File: src/hw/rtl/ddwm_pkg.sv
// ----------------------------------------------------------------------------
// ddwm_pkg: shared types and constants of the drive / weapon mixer
// Field widths, register indexes, the configuration struct and the fixed
// reciprocals used by the shared multiplier.
// ----------------------------------------------------------------------------
`default_nettype none

package ddwm_pkg;

  // beat field widths
  localparam int PULSE_W = 12;
  localparam int TICK_W  = 32;
  localparam int DUTY_W  = 9;

  // configuration port
  localparam int APB_AW = 4;
  localparam int APB_DW = 32;

  localparam logic [1:0] REG_WPN_MODE     = 2'd0;
  localparam logic [1:0] REG_INVERT_LEFT  = 2'd1;
  localparam logic [1:0] REG_INVERT_RIGHT = 2'd2;
  localparam logic [1:0] REG_INVERT_WPN   = 2'd3;

  // weapon modes
  localparam logic [1:0] MODE_DEFAULT = 2'd0;
  localparam logic [1:0] MODE_FLIP    = 2'd1;
  localparam logic [1:0] MODE_AXE     = 2'd2;

  // shared multiplier operand and product widths
  localparam int MUL_AW = 14;
  localparam int MUL_BW = 13;
  localparam int MUL_PW = MUL_AW + MUL_BW;

  // floor(m/9) = (m * 7282) >> 16 for m <= 8192
  localparam logic [MUL_BW-1:0] RECIP_9 = 13'd7282;
  localparam int RECIP_9_SHIFT = 16;
  // floor(p/100) = (p * 5243) >> 19 for p <= 10000
  localparam logic [MUL_BW-1:0] RECIP_100 = 13'd5243;
  localparam int RECIP_100_SHIFT = 19;

  // stick shaping
  localparam logic [10:0] STICK_LIMIT = 11'd100;
  localparam logic [6:0]  STICK_DEAD  = 7'd10;

  // weapon shaping limits
  localparam logic signed [10:0] WPN_DEAD      = 11'sd20;
  localparam logic signed [10:0] WPN_LIMIT     = 11'sd200;
  localparam logic signed [10:0] WPN_FLIP_TRIG = 11'sd70;
  localparam logic signed [10:0] WPN_AXE_TRIG  = 11'sd50;
  localparam logic [6:0]         FLIP_THR_MIN  = 7'd20;

  localparam logic signed [DUTY_W-1:0] DUTY_FULL    = 9'sd200;
  localparam logic signed [DUTY_W-1:0] DUTY_RETRACT = -9'sd120;
  localparam logic signed [DUTY_W-1:0] DUTY_SELF    = -9'sd40;

  // axe shot timing in ticks
  localparam logic [TICK_W-1:0] SHOT_REARM_TICKS = 32'd50;
  localparam logic [TICK_W-1:0] SHOT_FIRE_END    = 32'd15;
  localparam logic [TICK_W-1:0] SHOT_WAIT_END    = 32'd20;

  typedef struct packed {
    logic [1:0] wpn_mode;
    logic       invert_left_motor;
    logic       invert_right_motor;
    logic       invert_weapon_motor;
  } cfg_t;

endpackage

`default_nettype wire

File: src/hw/rtl/ddwm_if.sv
// ----------------------------------------------------------------------------
// ddwm_if: stream channels of the drive / weapon mixer
// Valid/ready channels carrying one stick frame in and one duty set out.
// ----------------------------------------------------------------------------
`default_nettype none

interface ddwm_in_if;
  logic                                valid;
  logic                                ready;
  logic signed [ddwm_pkg::PULSE_W-1:0] throttle_pulse;
  logic signed [ddwm_pkg::PULSE_W-1:0] steering_pulse;
  logic signed [ddwm_pkg::PULSE_W-1:0] weapon_pulse;
  logic                                flip_inverted;
  logic [ddwm_pkg::TICK_W-1:0]         now_tick;

  modport source (
    output valid, throttle_pulse, steering_pulse, weapon_pulse, flip_inverted, now_tick,
    input  ready
  );
  modport sink (
    input  valid, throttle_pulse, steering_pulse, weapon_pulse, flip_inverted, now_tick,
    output ready
  );
endinterface

interface ddwm_out_if;
  logic                               valid;
  logic                               ready;
  logic signed [ddwm_pkg::DUTY_W-1:0] left_duty;
  logic signed [ddwm_pkg::DUTY_W-1:0] right_duty;
  logic signed [ddwm_pkg::DUTY_W-1:0] weapon_duty;
  logic                               left_brake;
  logic                               right_brake;

  modport source (
    output valid, left_duty, right_duty, weapon_duty, left_brake, right_brake,
    input  ready
  );
  modport sink (
    input  valid, left_duty, right_duty, weapon_duty, left_brake, right_brake,
    output ready
  );
endinterface

`default_nettype wire

File: src/hw/rtl/differential_drive_weapon_mixer.sv
// ----------------------------------------------------------------------------
// differential_drive_weapon_mixer: tank drive mixer with expo and weapon
// Turns centred throttle, steering and weapon pulses into signed duties for
// the left, right and weapon motors, with brake flags on zero drive duty.
//
// Usage:
//   in_ch takes one frame per beat (three pulse offsets, flip flag, tick).
//   out_ch gives one duty set per frame, in order. Configuration is written
//   through the APB-style port (weapon mode, three inversions) while idle.
//   Each frame runs through an eight-step sequencer around one shared
//   registered multiplier: three scalings by 2/9 and 4/9, then a square and
//   a divide by 100 for each stick. The result is registered at the finish
//   step, at the same edge that makes in_ch ready again, so a new frame is
//   taken only once the last one is through: seven multiplier passes, the
//   finish step and the idle step that takes the next beat.
//   The output register holds a finished duty set until taken; a new frame
//   is accepted meanwhile and its last step waits while out_ch stalls.
//   Reset idles the sequencer, clears the output valid, arms the axe shot and zeroes its start tick.
// ----------------------------------------------------------------------------
`default_nettype none

module differential_drive_weapon_mixer (
  input  wire logic                          clk,
  input  wire logic                          rst_n,
  ddwm_in_if.sink                            in_ch,
  ddwm_out_if.source                         out_ch,
  input  wire logic                          psel,
  input  wire logic                          penable,
  input  wire logic                          pwrite,
  input  wire logic [ddwm_pkg::APB_AW-1:0]   paddr,
  input  wire logic [ddwm_pkg::APB_DW-1:0]   pwdata,
  output logic      [ddwm_pkg::APB_DW-1:0]   prdata,
  output logic                               pready
);

  // sequencer codes
  localparam logic [3:0] ST_IDLE      = 4'd0;
  localparam logic [3:0] ST_THR_SCALE = 4'd1;
  localparam logic [3:0] ST_STR_SCALE = 4'd2;
  localparam logic [3:0] ST_WPN_SCALE = 4'd3;
  localparam logic [3:0] ST_THR_SQ    = 4'd4;
  localparam logic [3:0] ST_THR_DIV   = 4'd5;
  localparam logic [3:0] ST_STR_SQ    = 4'd6;
  localparam logic [3:0] ST_STR_DIV   = 4'd7;
  localparam logic [3:0] ST_FINISH    = 4'd8;

  localparam int W = ddwm_pkg::DUTY_W;

  ddwm_pkg::cfg_t cfg;

  logic [3:0] state_r, state_nxt;

  // latched frame
  logic signed [ddwm_pkg::PULSE_W-1:0] thr_r, str_r, wpn_r;
  logic                                flip_r;
  logic [ddwm_pkg::TICK_W-1:0]         now_r;

  // intermediate magnitudes
  logic [6:0] t_mag_r, t_mag_nxt;
  logic [6:0] s_mag_r, s_mag_nxt;
  logic [9:0] w_mag_r, w_mag_nxt;
  logic [6:0] t_exp_r, t_exp_nxt;

  // axe shot state
  logic [ddwm_pkg::TICK_W-1:0] shot_start_r, shot_start_nxt;
  logic                        shot_armed_r, shot_armed_nxt;

  // output register
  logic                out_valid_r, out_valid_nxt;
  logic signed [W-1:0] left_r, right_r, weapon_r;
  logic                lbrk_r, rbrk_r;

  // shared multiplier
  logic                              mul_en;
  logic [ddwm_pkg::MUL_AW-1:0]       mul_a;
  logic [ddwm_pkg::MUL_BW-1:0]       mul_b;
  logic [ddwm_pkg::MUL_PW-1:0]       prod_r;

  logic [11:0] thr_abs, str_abs, wpn_abs;
  logic [10:0] scaled_q;
  logic [6:0]  stick_mag;
  logic [6:0]  div100_q;
  logic        finish_go;

  // final mix
  logic signed [W-1:0]  t_val, s_val;
  logic signed [W-1:0]  mix_l, mix_r;
  logic signed [W-1:0]  left_m, right_m, left_f, right_f, left_o, right_o;
  logic signed [10:0]   w_val;
  logic signed [W-1:0]  w_clamped;
  logic signed [W-1:0]  weapon_m, weapon_o;
  logic [ddwm_pkg::TICK_W-1:0] elapsed;
  logic                 shot_new;

  ddwm_cfg_regs u_cfg (
    .clk     (clk),
    .rst_n   (rst_n),
    .psel    (psel),
    .penable (penable),
    .pwrite  (pwrite),
    .paddr   (paddr),
    .pwdata  (pwdata),
    .prdata  (prdata),
    .cfg     (cfg)
  );

  assign pready = 1'b1;

  ddwm_mul u_mul (
    .clk    (clk),
    .en     (mul_en),
    .op_a   (mul_a),
    .op_b   (mul_b),
    .prod_r (prod_r)
  );

  // clamp a mixed stick sum to +-100 and double it
  function automatic logic signed [W-1:0] mix_clamp2(input logic signed [W-1:0] x);
    logic signed [W-1:0] c;
    if (x > 9'sd100) c = 9'sd100;
    else if (x < -9'sd100) c = -9'sd100;
    else c = x;
    return c <<< 1;
  endfunction

  // pulse magnitudes
  assign thr_abs = thr_r[11] ? 12'(-thr_r) : 12'(thr_r);
  assign str_abs = str_r[11] ? 12'(-str_r) : 12'(str_r);
  assign wpn_abs = wpn_r[11] ? 12'(-wpn_r) : 12'(wpn_r);

  // scaled stick: clamp to 100, deadzone below 10
  assign scaled_q  = prod_r[ddwm_pkg::RECIP_9_SHIFT +: 11];
  assign stick_mag = (scaled_q > ddwm_pkg::STICK_LIMIT) ? 7'(ddwm_pkg::STICK_LIMIT) :
                     (7'(scaled_q) < ddwm_pkg::STICK_DEAD) ? 7'd0 : 7'(scaled_q);
  assign div100_q  = prod_r[ddwm_pkg::RECIP_100_SHIFT +: 7];

  assign finish_go = (state_r == ST_FINISH) && (!out_valid_r || out_ch.ready);

  // sequencer and multiplier operand select
  always_comb begin
    state_nxt = state_r;
    mul_en    = 1'b0;
    mul_a     = '0;
    mul_b     = ddwm_pkg::RECIP_9;
    t_mag_nxt = t_mag_r;
    s_mag_nxt = s_mag_r;
    w_mag_nxt = w_mag_r;
    t_exp_nxt = t_exp_r;
    unique case (state_r)
      ST_IDLE: begin
        if (in_ch.valid) state_nxt = ST_THR_SCALE;
      end
      ST_THR_SCALE: begin
        mul_en    = 1'b1;
        mul_a     = {1'b0, thr_abs, 1'b0};
        state_nxt = ST_STR_SCALE;
      end
      ST_STR_SCALE: begin
        t_mag_nxt = stick_mag;
        mul_en    = 1'b1;
        mul_a     = {1'b0, str_abs, 1'b0};
        state_nxt = ST_WPN_SCALE;
      end
      ST_WPN_SCALE: begin
        s_mag_nxt = stick_mag;
        mul_en    = 1'b1;
        mul_a     = {wpn_abs, 2'b00};
        state_nxt = ST_THR_SQ;
      end
      ST_THR_SQ: begin
        w_mag_nxt = prod_r[ddwm_pkg::RECIP_9_SHIFT +: 10];
        mul_en    = 1'b1;
        mul_a     = ddwm_pkg::MUL_AW'(t_mag_r);
        mul_b     = ddwm_pkg::MUL_BW'(t_mag_r);
        state_nxt = ST_THR_DIV;
      end
      ST_THR_DIV: begin
        mul_en    = 1'b1;
        mul_a     = prod_r[ddwm_pkg::MUL_AW-1:0];
        mul_b     = ddwm_pkg::RECIP_100;
        state_nxt = ST_STR_SQ;
      end
      ST_STR_SQ: begin
        t_exp_nxt = div100_q;
        mul_en    = 1'b1;
        mul_a     = ddwm_pkg::MUL_AW'(s_mag_r);
        mul_b     = ddwm_pkg::MUL_BW'(s_mag_r);
        state_nxt = ST_STR_DIV;
      end
      ST_STR_DIV: begin
        mul_en    = 1'b1;
        mul_a     = prod_r[ddwm_pkg::MUL_AW-1:0];
        mul_b     = ddwm_pkg::RECIP_100;
        state_nxt = ST_FINISH;
      end
      ST_FINISH: begin
        if (finish_go) state_nxt = ST_IDLE;
      end
      default: state_nxt = ST_IDLE;
    endcase
  end

  assign in_ch.ready = (state_r == ST_IDLE);

  // signed shaped sticks, steering halved
  assign t_val = thr_r[11] ? -$signed({2'b00, t_exp_r}) : $signed({2'b00, t_exp_r});
  assign s_val = str_r[11] ? -$signed({3'b000, div100_q[6:1]})
                           : $signed({3'b000, div100_q[6:1]});
  assign mix_l  = t_val + s_val;
  assign mix_r  = t_val - s_val;
  assign left_m  = mix_clamp2(mix_l);
  assign right_m = mix_clamp2(mix_r);

  // flip swaps and negates, then per-motor inversion
  assign left_f  = flip_r ? -right_m : left_m;
  assign right_f = flip_r ? -left_m  : right_m;
  assign left_o  = cfg.invert_left_motor  ? -left_f  : left_f;
  assign right_o = cfg.invert_right_motor ? -right_f : right_f;

  // weapon value and its symmetric clamp
  assign w_val = wpn_r[11] ? -$signed({1'b0, w_mag_r}) : $signed({1'b0, w_mag_r});
  assign w_clamped = (w_val > ddwm_pkg::WPN_LIMIT)  ? ddwm_pkg::DUTY_FULL :
                     (w_val < -ddwm_pkg::WPN_LIMIT) ? -ddwm_pkg::DUTY_FULL :
                     W'(w_val);

  // axe shot timing
  assign elapsed  = now_r - shot_start_r;
  assign shot_new = (elapsed >= ddwm_pkg::SHOT_REARM_TICKS) || shot_armed_r;

  // weapon mode shaping
  always_comb begin
    weapon_m       = '0;
    shot_start_nxt = shot_start_r;
    shot_armed_nxt = shot_armed_r;
    case (cfg.wpn_mode)
      ddwm_pkg::MODE_FLIP: begin
        if (w_val > ddwm_pkg::WPN_FLIP_TRIG) weapon_m = ddwm_pkg::DUTY_FULL;
        else if (w_val < -ddwm_pkg::WPN_FLIP_TRIG) weapon_m = w_clamped;
        else if (t_exp_r > ddwm_pkg::FLIP_THR_MIN) weapon_m = ddwm_pkg::DUTY_SELF;
        else weapon_m = '0;
      end
      ddwm_pkg::MODE_AXE: begin
        if (w_val < -ddwm_pkg::WPN_DEAD) begin
          weapon_m = w_clamped;
        end else if (w_val > ddwm_pkg::WPN_AXE_TRIG) begin
          if (shot_new) begin
            shot_start_nxt = now_r;
            shot_armed_nxt = 1'b0;
            weapon_m       = ddwm_pkg::DUTY_FULL;
          end else if (elapsed < ddwm_pkg::SHOT_FIRE_END) begin
            weapon_m = ddwm_pkg::DUTY_FULL;
          end else if (elapsed < ddwm_pkg::SHOT_WAIT_END) begin
            weapon_m = '0;
          end else begin
            weapon_m = ddwm_pkg::DUTY_RETRACT;
          end
        end else begin
          shot_armed_nxt = 1'b1;
          weapon_m       = '0;
        end
      end
      default: begin
        if (w_val < ddwm_pkg::WPN_DEAD && w_val > -ddwm_pkg::WPN_DEAD) weapon_m = '0;
        else weapon_m = w_clamped;
      end
    endcase
  end

  assign weapon_o = cfg.invert_weapon_motor ? -weapon_m : weapon_m;

  assign out_valid_nxt = finish_go ? 1'b1 : (out_ch.ready ? 1'b0 : out_valid_r);

  // control state
  always_ff @(posedge clk) begin
    if (!rst_n) begin
      state_r      <= ST_IDLE;
      out_valid_r  <= 1'b0;
      shot_start_r <= '0;
      shot_armed_r <= 1'b1;
    end else begin
      state_r     <= state_nxt;
      out_valid_r <= out_valid_nxt;
      if (finish_go) begin
        shot_start_r <= shot_start_nxt;
        shot_armed_r <= shot_armed_nxt;
      end
    end
  end

  // frame capture and working registers
  always_ff @(posedge clk) begin
    if (in_ch.valid && in_ch.ready) begin
      thr_r  <= in_ch.throttle_pulse;
      str_r  <= in_ch.steering_pulse;
      wpn_r  <= in_ch.weapon_pulse;
      flip_r <= in_ch.flip_inverted;
      now_r  <= in_ch.now_tick;
    end
    t_mag_r <= t_mag_nxt;
    s_mag_r <= s_mag_nxt;
    w_mag_r <= w_mag_nxt;
    t_exp_r <= t_exp_nxt;
  end

  // output beat register
  always_ff @(posedge clk) begin
    if (finish_go) begin
      left_r   <= left_o;
      right_r  <= right_o;
      weapon_r <= weapon_o;
      lbrk_r   <= (left_o == '0);
      rbrk_r   <= (right_o == '0);
    end
  end

  assign out_ch.valid       = out_valid_r;
  assign out_ch.left_duty   = left_r;
  assign out_ch.right_duty  = right_r;
  assign out_ch.weapon_duty = weapon_r;
  assign out_ch.left_brake  = lbrk_r;
  assign out_ch.right_brake = rbrk_r;

endmodule

`default_nettype wire

File: src/hw/rtl/ddwm_mul.sv
// ----------------------------------------------------------------------------
// ddwm_mul: shared registered multiplier
// Unsigned multiply with the product held in a register, used once per
// multiplier step for scaling, squaring and reciprocal division.
// ----------------------------------------------------------------------------
`default_nettype none

module ddwm_mul (
  input  wire logic                          clk,
  input  wire logic                          en,
  input  wire logic [ddwm_pkg::MUL_AW-1:0]   op_a,
  input  wire logic [ddwm_pkg::MUL_BW-1:0]   op_b,
  output logic      [ddwm_pkg::MUL_PW-1:0]   prod_r
);

  logic [ddwm_pkg::MUL_PW-1:0] prod_nxt;

  // product of the current step
  always_comb begin
    prod_nxt = ddwm_pkg::MUL_PW'(op_a) * ddwm_pkg::MUL_PW'(op_b);
  end

  always_ff @(posedge clk) begin
    if (en) begin
      prod_r <= prod_nxt;
    end
  end

endmodule

`default_nettype wire

File: src/hw/rtl/ddwm_cfg_regs.sv
// ----------------------------------------------------------------------------
// ddwm_cfg_regs: configuration registers of the drive / weapon mixer
// APB-style write and read of weapon mode and the three motor inversions.
// ----------------------------------------------------------------------------
`default_nettype none

module ddwm_cfg_regs (
  input  wire logic                          clk,
  input  wire logic                          rst_n,
  input  wire logic                          psel,
  input  wire logic                          penable,
  input  wire logic                          pwrite,
  input  wire logic [ddwm_pkg::APB_AW-1:0]   paddr,
  input  wire logic [ddwm_pkg::APB_DW-1:0]   pwdata,
  output logic      [ddwm_pkg::APB_DW-1:0]   prdata,
  output ddwm_pkg::cfg_t                     cfg
);

  ddwm_pkg::cfg_t cfg_r;
  ddwm_pkg::cfg_t cfg_nxt;
  logic [1:0]     reg_idx;
  logic           wr_en;

  assign reg_idx = paddr[3:2];
  assign wr_en   = psel && penable && pwrite;

  // register write decode
  always_comb begin
    cfg_nxt = cfg_r;
    if (wr_en) begin
      unique case (reg_idx)
        ddwm_pkg::REG_WPN_MODE:     cfg_nxt.wpn_mode            = pwdata[1:0];
        ddwm_pkg::REG_INVERT_LEFT:  cfg_nxt.invert_left_motor   = pwdata[0];
        ddwm_pkg::REG_INVERT_RIGHT: cfg_nxt.invert_right_motor  = pwdata[0];
        ddwm_pkg::REG_INVERT_WPN:   cfg_nxt.invert_weapon_motor = pwdata[0];
        default:                    cfg_nxt = cfg_r;
      endcase
    end
  end

  always_ff @(posedge clk) begin
    if (!rst_n) begin
      cfg_r <= '0;
    end else begin
      cfg_r <= cfg_nxt;
    end
  end

  // read back
  always_comb begin
    unique case (reg_idx)
      ddwm_pkg::REG_WPN_MODE:     prdata = ddwm_pkg::APB_DW'(cfg_r.wpn_mode);
      ddwm_pkg::REG_INVERT_LEFT:  prdata = ddwm_pkg::APB_DW'(cfg_r.invert_left_motor);
      ddwm_pkg::REG_INVERT_RIGHT: prdata = ddwm_pkg::APB_DW'(cfg_r.invert_right_motor);
      ddwm_pkg::REG_INVERT_WPN:   prdata = ddwm_pkg::APB_DW'(cfg_r.invert_weapon_motor);
      default:                    prdata = '0;
    endcase
  end

  assign cfg = cfg_r;

endmodule

`default_nettype wire

File: src/flat_wrapper.sv
// flat-port wrapper written by rule: the top's interface ports become plain ports
module differential_drive_weapon_mixer_flat 
  (clk, rst_n, psel, penable, pwrite, paddr, pwdata, prdata, pready, in_ch_valid, in_ch_throttle_pulse, in_ch_steering_pulse, in_ch_weapon_pulse, in_ch_flip_inverted, in_ch_now_tick, in_ch_ready, out_ch_valid, out_ch_left_duty, out_ch_right_duty, out_ch_weapon_duty, out_ch_left_brake, out_ch_right_brake, out_ch_ready);
  ddwm_in_if in_ch_i ();
  ddwm_out_if out_ch_i ();
  input  wire logic clk;
  input  wire logic rst_n;
  input  wire logic psel;
  input  wire logic penable;
  input  wire logic pwrite;
  input  wire logic [ddwm_pkg::APB_AW-1:0] paddr;
  input  wire logic [ddwm_pkg::APB_DW-1:0] pwdata;
  output logic      [ddwm_pkg::APB_DW-1:0] prdata;
  output logic pready;
  input wire logic [$bits(in_ch_i.valid)-1:0] in_ch_valid;
  input wire logic [$bits(in_ch_i.throttle_pulse)-1:0] in_ch_throttle_pulse;
  input wire logic [$bits(in_ch_i.steering_pulse)-1:0] in_ch_steering_pulse;
  input wire logic [$bits(in_ch_i.weapon_pulse)-1:0] in_ch_weapon_pulse;
  input wire logic [$bits(in_ch_i.flip_inverted)-1:0] in_ch_flip_inverted;
  input wire logic [$bits(in_ch_i.now_tick)-1:0] in_ch_now_tick;
  output wire logic [$bits(in_ch_i.ready)-1:0] in_ch_ready;
  output wire logic [$bits(out_ch_i.valid)-1:0] out_ch_valid;
  output wire logic [$bits(out_ch_i.left_duty)-1:0] out_ch_left_duty;
  output wire logic [$bits(out_ch_i.right_duty)-1:0] out_ch_right_duty;
  output wire logic [$bits(out_ch_i.weapon_duty)-1:0] out_ch_weapon_duty;
  output wire logic [$bits(out_ch_i.left_brake)-1:0] out_ch_left_brake;
  output wire logic [$bits(out_ch_i.right_brake)-1:0] out_ch_right_brake;
  input wire logic [$bits(out_ch_i.ready)-1:0] out_ch_ready;
  assign in_ch_i.valid = in_ch_valid;
  assign in_ch_i.throttle_pulse = in_ch_throttle_pulse;
  assign in_ch_i.steering_pulse = in_ch_steering_pulse;
  assign in_ch_i.weapon_pulse = in_ch_weapon_pulse;
  assign in_ch_i.flip_inverted = in_ch_flip_inverted;
  assign in_ch_i.now_tick = in_ch_now_tick;
  assign in_ch_ready = in_ch_i.ready;
  assign out_ch_valid = out_ch_i.valid;
  assign out_ch_left_duty = out_ch_i.left_duty;
  assign out_ch_right_duty = out_ch_i.right_duty;
  assign out_ch_weapon_duty = out_ch_i.weapon_duty;
  assign out_ch_left_brake = out_ch_i.left_brake;
  assign out_ch_right_brake = out_ch_i.right_brake;
  assign out_ch_i.ready = out_ch_ready;
  differential_drive_weapon_mixer u_core (.clk(clk), .rst_n(rst_n), .in_ch(in_ch_i), .out_ch(out_ch_i), .psel(psel), .penable(penable), .pwrite(pwrite), .paddr(paddr), .pwdata(pwdata), .prdata(prdata), .pready(pready));
endmodule
File: config.mk
export PLATFORM = sky130hd
export DESIGN_NAME = differential_drive_weapon_mixer_flat
export DESIGN_NICKNAME = d
export VERILOG_FILES = /design/src/hw/rtl/ddwm_pkg.sv /design/src/hw/rtl/ddwm_if.sv /design/src/hw/rtl/differential_drive_weapon_mixer.sv /design/src/hw/rtl/ddwm_mul.sv /design/src/hw/rtl/ddwm_cfg_regs.sv /design/src/flat_wrapper.sv
export SDC_FILE = /design/constraint.sdc
export NUM_CORES = 1
export LEC_CHECK = 0
export ABC_CLOCK_PERIOD_IN_PS = 15300
export BUFFER_PORTS_ARGS = -buffer_cell sky130_fd_sc_hd__buf_2
export CAP_MARGIN = 30
export CORE_MARGIN = 8
export CORE_UTILIZATION = 35
export CTS_BUF_LIST = sky130_fd_sc_hd__clkbuf_8
export DETAILED_ROUTE_END_ITERATION = 7
export PLACE_DENSITY = 0.49
export SKIP_CTS_REPAIR_TIMING = 1
export SLEW_MARGIN = 5
export SYNTH_ARGS = -nofsm -noshare
export SYNTH_HDL_FRONTEND = slang
export SYNTH_SLANG_ARGS = --single-unit
File: constraint.sdc
create_clock -name clk -period 15.3 [get_ports clk]
set_input_delay 4.59 -clock clk [delete_from_list [all_inputs] [get_ports clk]]
set_output_delay 4.59 -clock clk [all_outputs]
set_load 0.1 [all_outputs]
# Word-level counts from Yosys, hierarchy flattened
# Cells that the tools add are included.
# W data, S select, Z words.
# classes
add_sub_neg	14
multipliers	1
order_cmp	18
eq_ne	16
muxes	40
bitwise_logic	1
reduce_logical	22
# op_table
operator	n
$mux W9	18
$pmux W32 S4	1
$pmux W14 S6	1
$neg A9 Y9	5
$pmux W13 S3	1
$mux W12	3
$neg A12 Y12	3
$pmux W4 S9	1
$ge A32 B6 Y1 const B	1
$lt A32 B4 Y1 const B	1
$lt A32 B5 Y1 const B	1
$mux W8	4
$sub A32 B32 Y32	1
$mul A14 B13 Y27	1
$gt A11 B7 Y1 const B	2
$lt A11 B6 Y1 const B	2
$gt A9 B8 Y1 const B	2
$logic_not A9 Y1	2
$lt A9 B8 Y1 const B	2
$pmux W9 S2	1
$eq A4 B3 Y1 const B	4
$mux W7	2
$gt A11 B6 Y1 const B	1
$gt A11 B8 Y1 const B	1
32 further kinds	51
# word_totals
register_bits	199
inputBits	112
output_inout_bits	64

# Longest topological paths before layout
# logic_depth
depth_word	11
depth_mapped	31

# Cells and area by module
# From an unflattened synthesis, not the netlist that was laid out.
# unflattened
hier_cells	2150
hier_area_um2	19598.8
# by_module_without_submodules
mod	n_inst	cells_each	area_each_um2
differential_drive_weapon_mixer	1	1354	12299.3
ddwm_mul	1	740	6812.8
ddwm_cfg_regs	1	56	486.7

# Worst setup path before layout
# Ideal clock, no wire load.
# synth_path
kind	input-to-output
startpoint	in paddr[3] (netlist bit)
endpoint	out prdata[1] (netlist bit)
arrival_time_ns	6.653
required_time_ns	10.710
setup_slack_ns	4.057
stages	1
path_buffers	0
path_cell_list	nor3_1
# synth_between
elab_chain_cells	2
word_cells_on_any_way	5
classes_between	3 x eq/ne; 1 x mux; 1 x reduce/logical
# synth_rtl
item	line_no	source
from (decl)	flat_wrapper.sv:11	input wire logic [ddwm_pkg::APB_AW-1:0] paddr;
$eq A2 B2 Y1, or another cell as far along	ddwm_cfg_regs.sv:51	unique case (reg_idx)
$pmux W32 S4 (*)	ddwm_cfg_regs.sv:51	
to (decl)	flat_wrapper.sv:13	output logic [ddwm_pkg::APB_DW-1:0] prdata;
# Mark *: on every way between the ends. The rest lies on a longest branch, timed or not. The select of a mux whose other input is x is not followed.

# Worst setup path in the final report
# layout_path
startpoint	in paddr[2] (netlist bit)
endpoint	out prdata[0] (netlist bit)
# Same word-level chain as after synthesis.

==> metrics.cfg <==
[floorplan]
core_region_area_um2=51400
rows=83
die_x_um=244
die-area_um2=59500
die_h_um=244
ios=176
initial_core_util_pct=35.4

[synth]
synth_most_common_cell=inv_1
synthTopCellsByCount=inv_1, ha_1, edfxtp_1
yosysSeqAreaShare_pct=29.8
synth-edff-count=152
synth_area_per_cell_um2=9.17
yosys.area.top_type_share_pct=25.1
synth.area.top_cells=edfxtp_1, ha_1, fa_1
synth_ff_type=edfxtp_1
syn_inst=1984
synth-async-reset-ratio_pct=0
synthesis.area_um2=18200
synth-seq-cells=195
ys_types=99
synth_top_cell_by_area=edfxtp_1
yosysWarnings=0

[detailed_routing]
drt_iter0_drc=765
wl_met1_mm=21.3
wl_met3_mm=1.83
wl_met2_mm=21.4
post_drt_via_cell_ratio=5.06
wl_per_cell_um=16.4
num_vias=14000
drc_errors=0
dr.pass1.iters=5
routed.top_layer=met4
totalWireLength_mm=45.2
postRouteAntennaNets=0

[run_status]
outcome=finished clean

[power_and_ir_drop]
pwr-share-comb_pct=61.7
p_per_area_nw_per_um2=144
p_switching_mw=1.37
vdd_drop_max_v=0.000213
swShare_pct=48.1
p_leak_nw=8.60
p_clk_share_pct=12.6
p_int_mw=1.48
seqPwrFrac_pct=25.7

[global_route]
grt_max_degree=70
grt_use_total_pct=15.3
grt_pass1_wl_mm=74.5
antenna_found_initial=0
grt-ovfl-total=0
grt_pass1_vias=14000

[clock_network]
htree_levels=4
cts_buffer_depth=2
clk_latency_ns=0.57
cts_sinks=195
clockRootBuffer=clkbuf_8
cts_tree=done
cts_buffers=17
clk_pin_slew_ns=0.11

[cells_and_area]
n_fill_cell=5229
fin_nets=2425
ff_latch_area_um2=5430
final_core_util_pct=38.4
diodes=0
drive_gt1_share_pct=10.4
areaGrowthSynthToFinish_pct=8.56
multi_input_area_um2=11300

[placement]
dp_hpwl_mm=36.5
globalplace.congestion=0.856
port_buffers=110

[worst_setup_path]
crit_fanout=6
cp.required_ns=10.71
path_delay_family=multiplexers
crit_path_start_kind=primary input
worstSetupPathType=primary input to primary output
critPathSlowestCell=mux4_2
crit_chain=buf_2, mux4_2, buf_2
crit_arrival_ns=5.54
critPathMaxStageDelay_ns=0.49
endpoint_kind=primary output
crit_buf_inv=2
critPathMostFrequentCell=buf_2

[sta]
setup_viol=0
setup_tns_ns=0
worst_slew_pin_slew_ns=0.964
hold_viol_final=0
min_period_over_period_pct=66.2
period_minus_slack_ns=10.13
max_clock_freq_ghz=0.0988
rsz0062_at_grt=no
slew_violations=0
slew_headroom_pct=35.8
fin_worst_skew_ns=0.0313

[worst_hold_path]
min_path_type=flop to flop

[job]
drv_cap=0

layer usage:
metal / global-route usage [%] / vias to the layer above
li1: - / 6965
met1: 20.1 / 6689
met2: 25.6 / 272
met3: 2.86 / 43
met4: 4.56 / 0
met5: 0 / -
worst register-to-register path, stage by stage, from the launching register on:
cell	delay (ns)
dfxtp_1	0.57
nand3_1	0.51
clkinv_1	0.59
a22oi_1	0.33
o221ai_1	0.35
inv_1	0.32
nor2_1	0.10
fa_1	0.51
inv_1	0.05
fa_1	0.52
inv_1	0.05
fa_1	0.45
ha_1	0.29
inv_1	0.05
fa_1	0.52
inv_1	0.04
ha_1	0.32
o21ai_0	0.14
a21boi_0	0.18
o21ai_0	0.28
a21boi_0	0.17
o21ai_0	0.30
a21oi_1	0.20
o31ai_1	0.69
o211a_1	0.28
o21ai_0	0.11
a21oi_1	0.18
xnor2_1	0.09
power by group through the flow:
stage	combinational (mW)	clock [mW]	sequential, mW
floorplan	1.37	0	0.722
global placement	1.76	0	0.745
detailed placement	1.77	0	0.747
CTS	1.79	0.377	0.735
global route	2.05	0.391	0.740
finish	1.76	0.360	0.734
placed cells by master, fill, tap and decap left out, types with 20 or more instances in the layout:
cell and instances:
xor2_1 49, o31ai_1 20, nand2b_1 25, nand2_1 141, inv_1 295, o21ai_0 87
dfxtp_1 43, a21oi_1 92, nand3_1 28, nor3_1 26, and2_1 23, or3_1 32
o21a_1 25, xnor2_1 67, fa_1 93, nor2_1 122, buf_2 110, edfxtp_1 152
conb_1 41, nor2b_1 55, mux2i_1 46, o211ai_1 21, ha_1 155
sequential cells by signal (all words and copies together) (netlist names), 4 cells and up:
| name | count |
|---|---|
| u_core.now_r | 32 |
| u_core.out_ch.weapon_duty | 9 |
| u_core.wpn_r | 12 |
| u_core.t_exp_r | 7 |
| u_core.shot_start_r | 32 |
| u_core.thr_r | 12 |
| u_core.u_mul.prod_r | 25 |
| u_core.s_mag_r | 7 |
| u_core.u_cfg.cfg | 5 |
| u_core.out_ch.right_duty | 8 |
| u_core.t_mag_r | 7 |
| u_core.str_r | 12 |
| u_core.w_mag_r | 10 |
| u_core.out_ch.left_duty | 8 |
| u_core.state_r | 4 |
final timing paths:
kind | start | cells after the start | slack, ns | to
worst max-delay path | paddr[2] | 3 | 5.17 | prdata[0]
worst min-delay path | u_core.u_cfg.cfg[4] | 2 | 0.50 | u_core.u_cfg.cfg[4]
worst max register to register | u_core.state_r[1] | 27 | 6.83 | u_core.u_mul.prod_r[26]
worst min register to register | u_core.u_cfg.cfg[4] | 2 | 0.50 | u_core.u_cfg.cfg[4]
per-stage QoR:
stage	worst slack (ns)	instance area, um^2	cells	total power, mW	hold WS, ns
global route	5.12	19800	2758	3.18	0.546
detailed placement	5.17	19300	2725	2.52	0.487
floorplan	4.06	18300	2023	2.09	0.435
finish	5.17	19800	2758	2.85	0.500
CTS	5.17	19700	2757	2.90	0.504
global placement	5.18	19300	2725	2.51	0.483
layout make-up:
cell class	instances	share of cell area, %
sequential	195	27.5
timing repair buffer	121	3.27
inverter	297	5.64
clock inverter	15	0.950
clock buffer	17	1.18
multi-input combinational	1433	57.2
tap	680	4.31
cell families after synthesis:
kind of cell / count (synthesis) / share of synthesized area (%)
multiplexers: 52 / 2.96
flip-flops: 195 / 29.8
XOR/XNOR: 117 / 5.67
adder cells (fa/ha/maj): 249 / 20.9
AO/OA/AOI/OAI: 430 / 16.3
AND/OR/NAND/NOR: 544 / 15.3
buffers and inverters: 395 / 9.01
other: 2 / 0.0413
(Power assumes the default switching activity.)
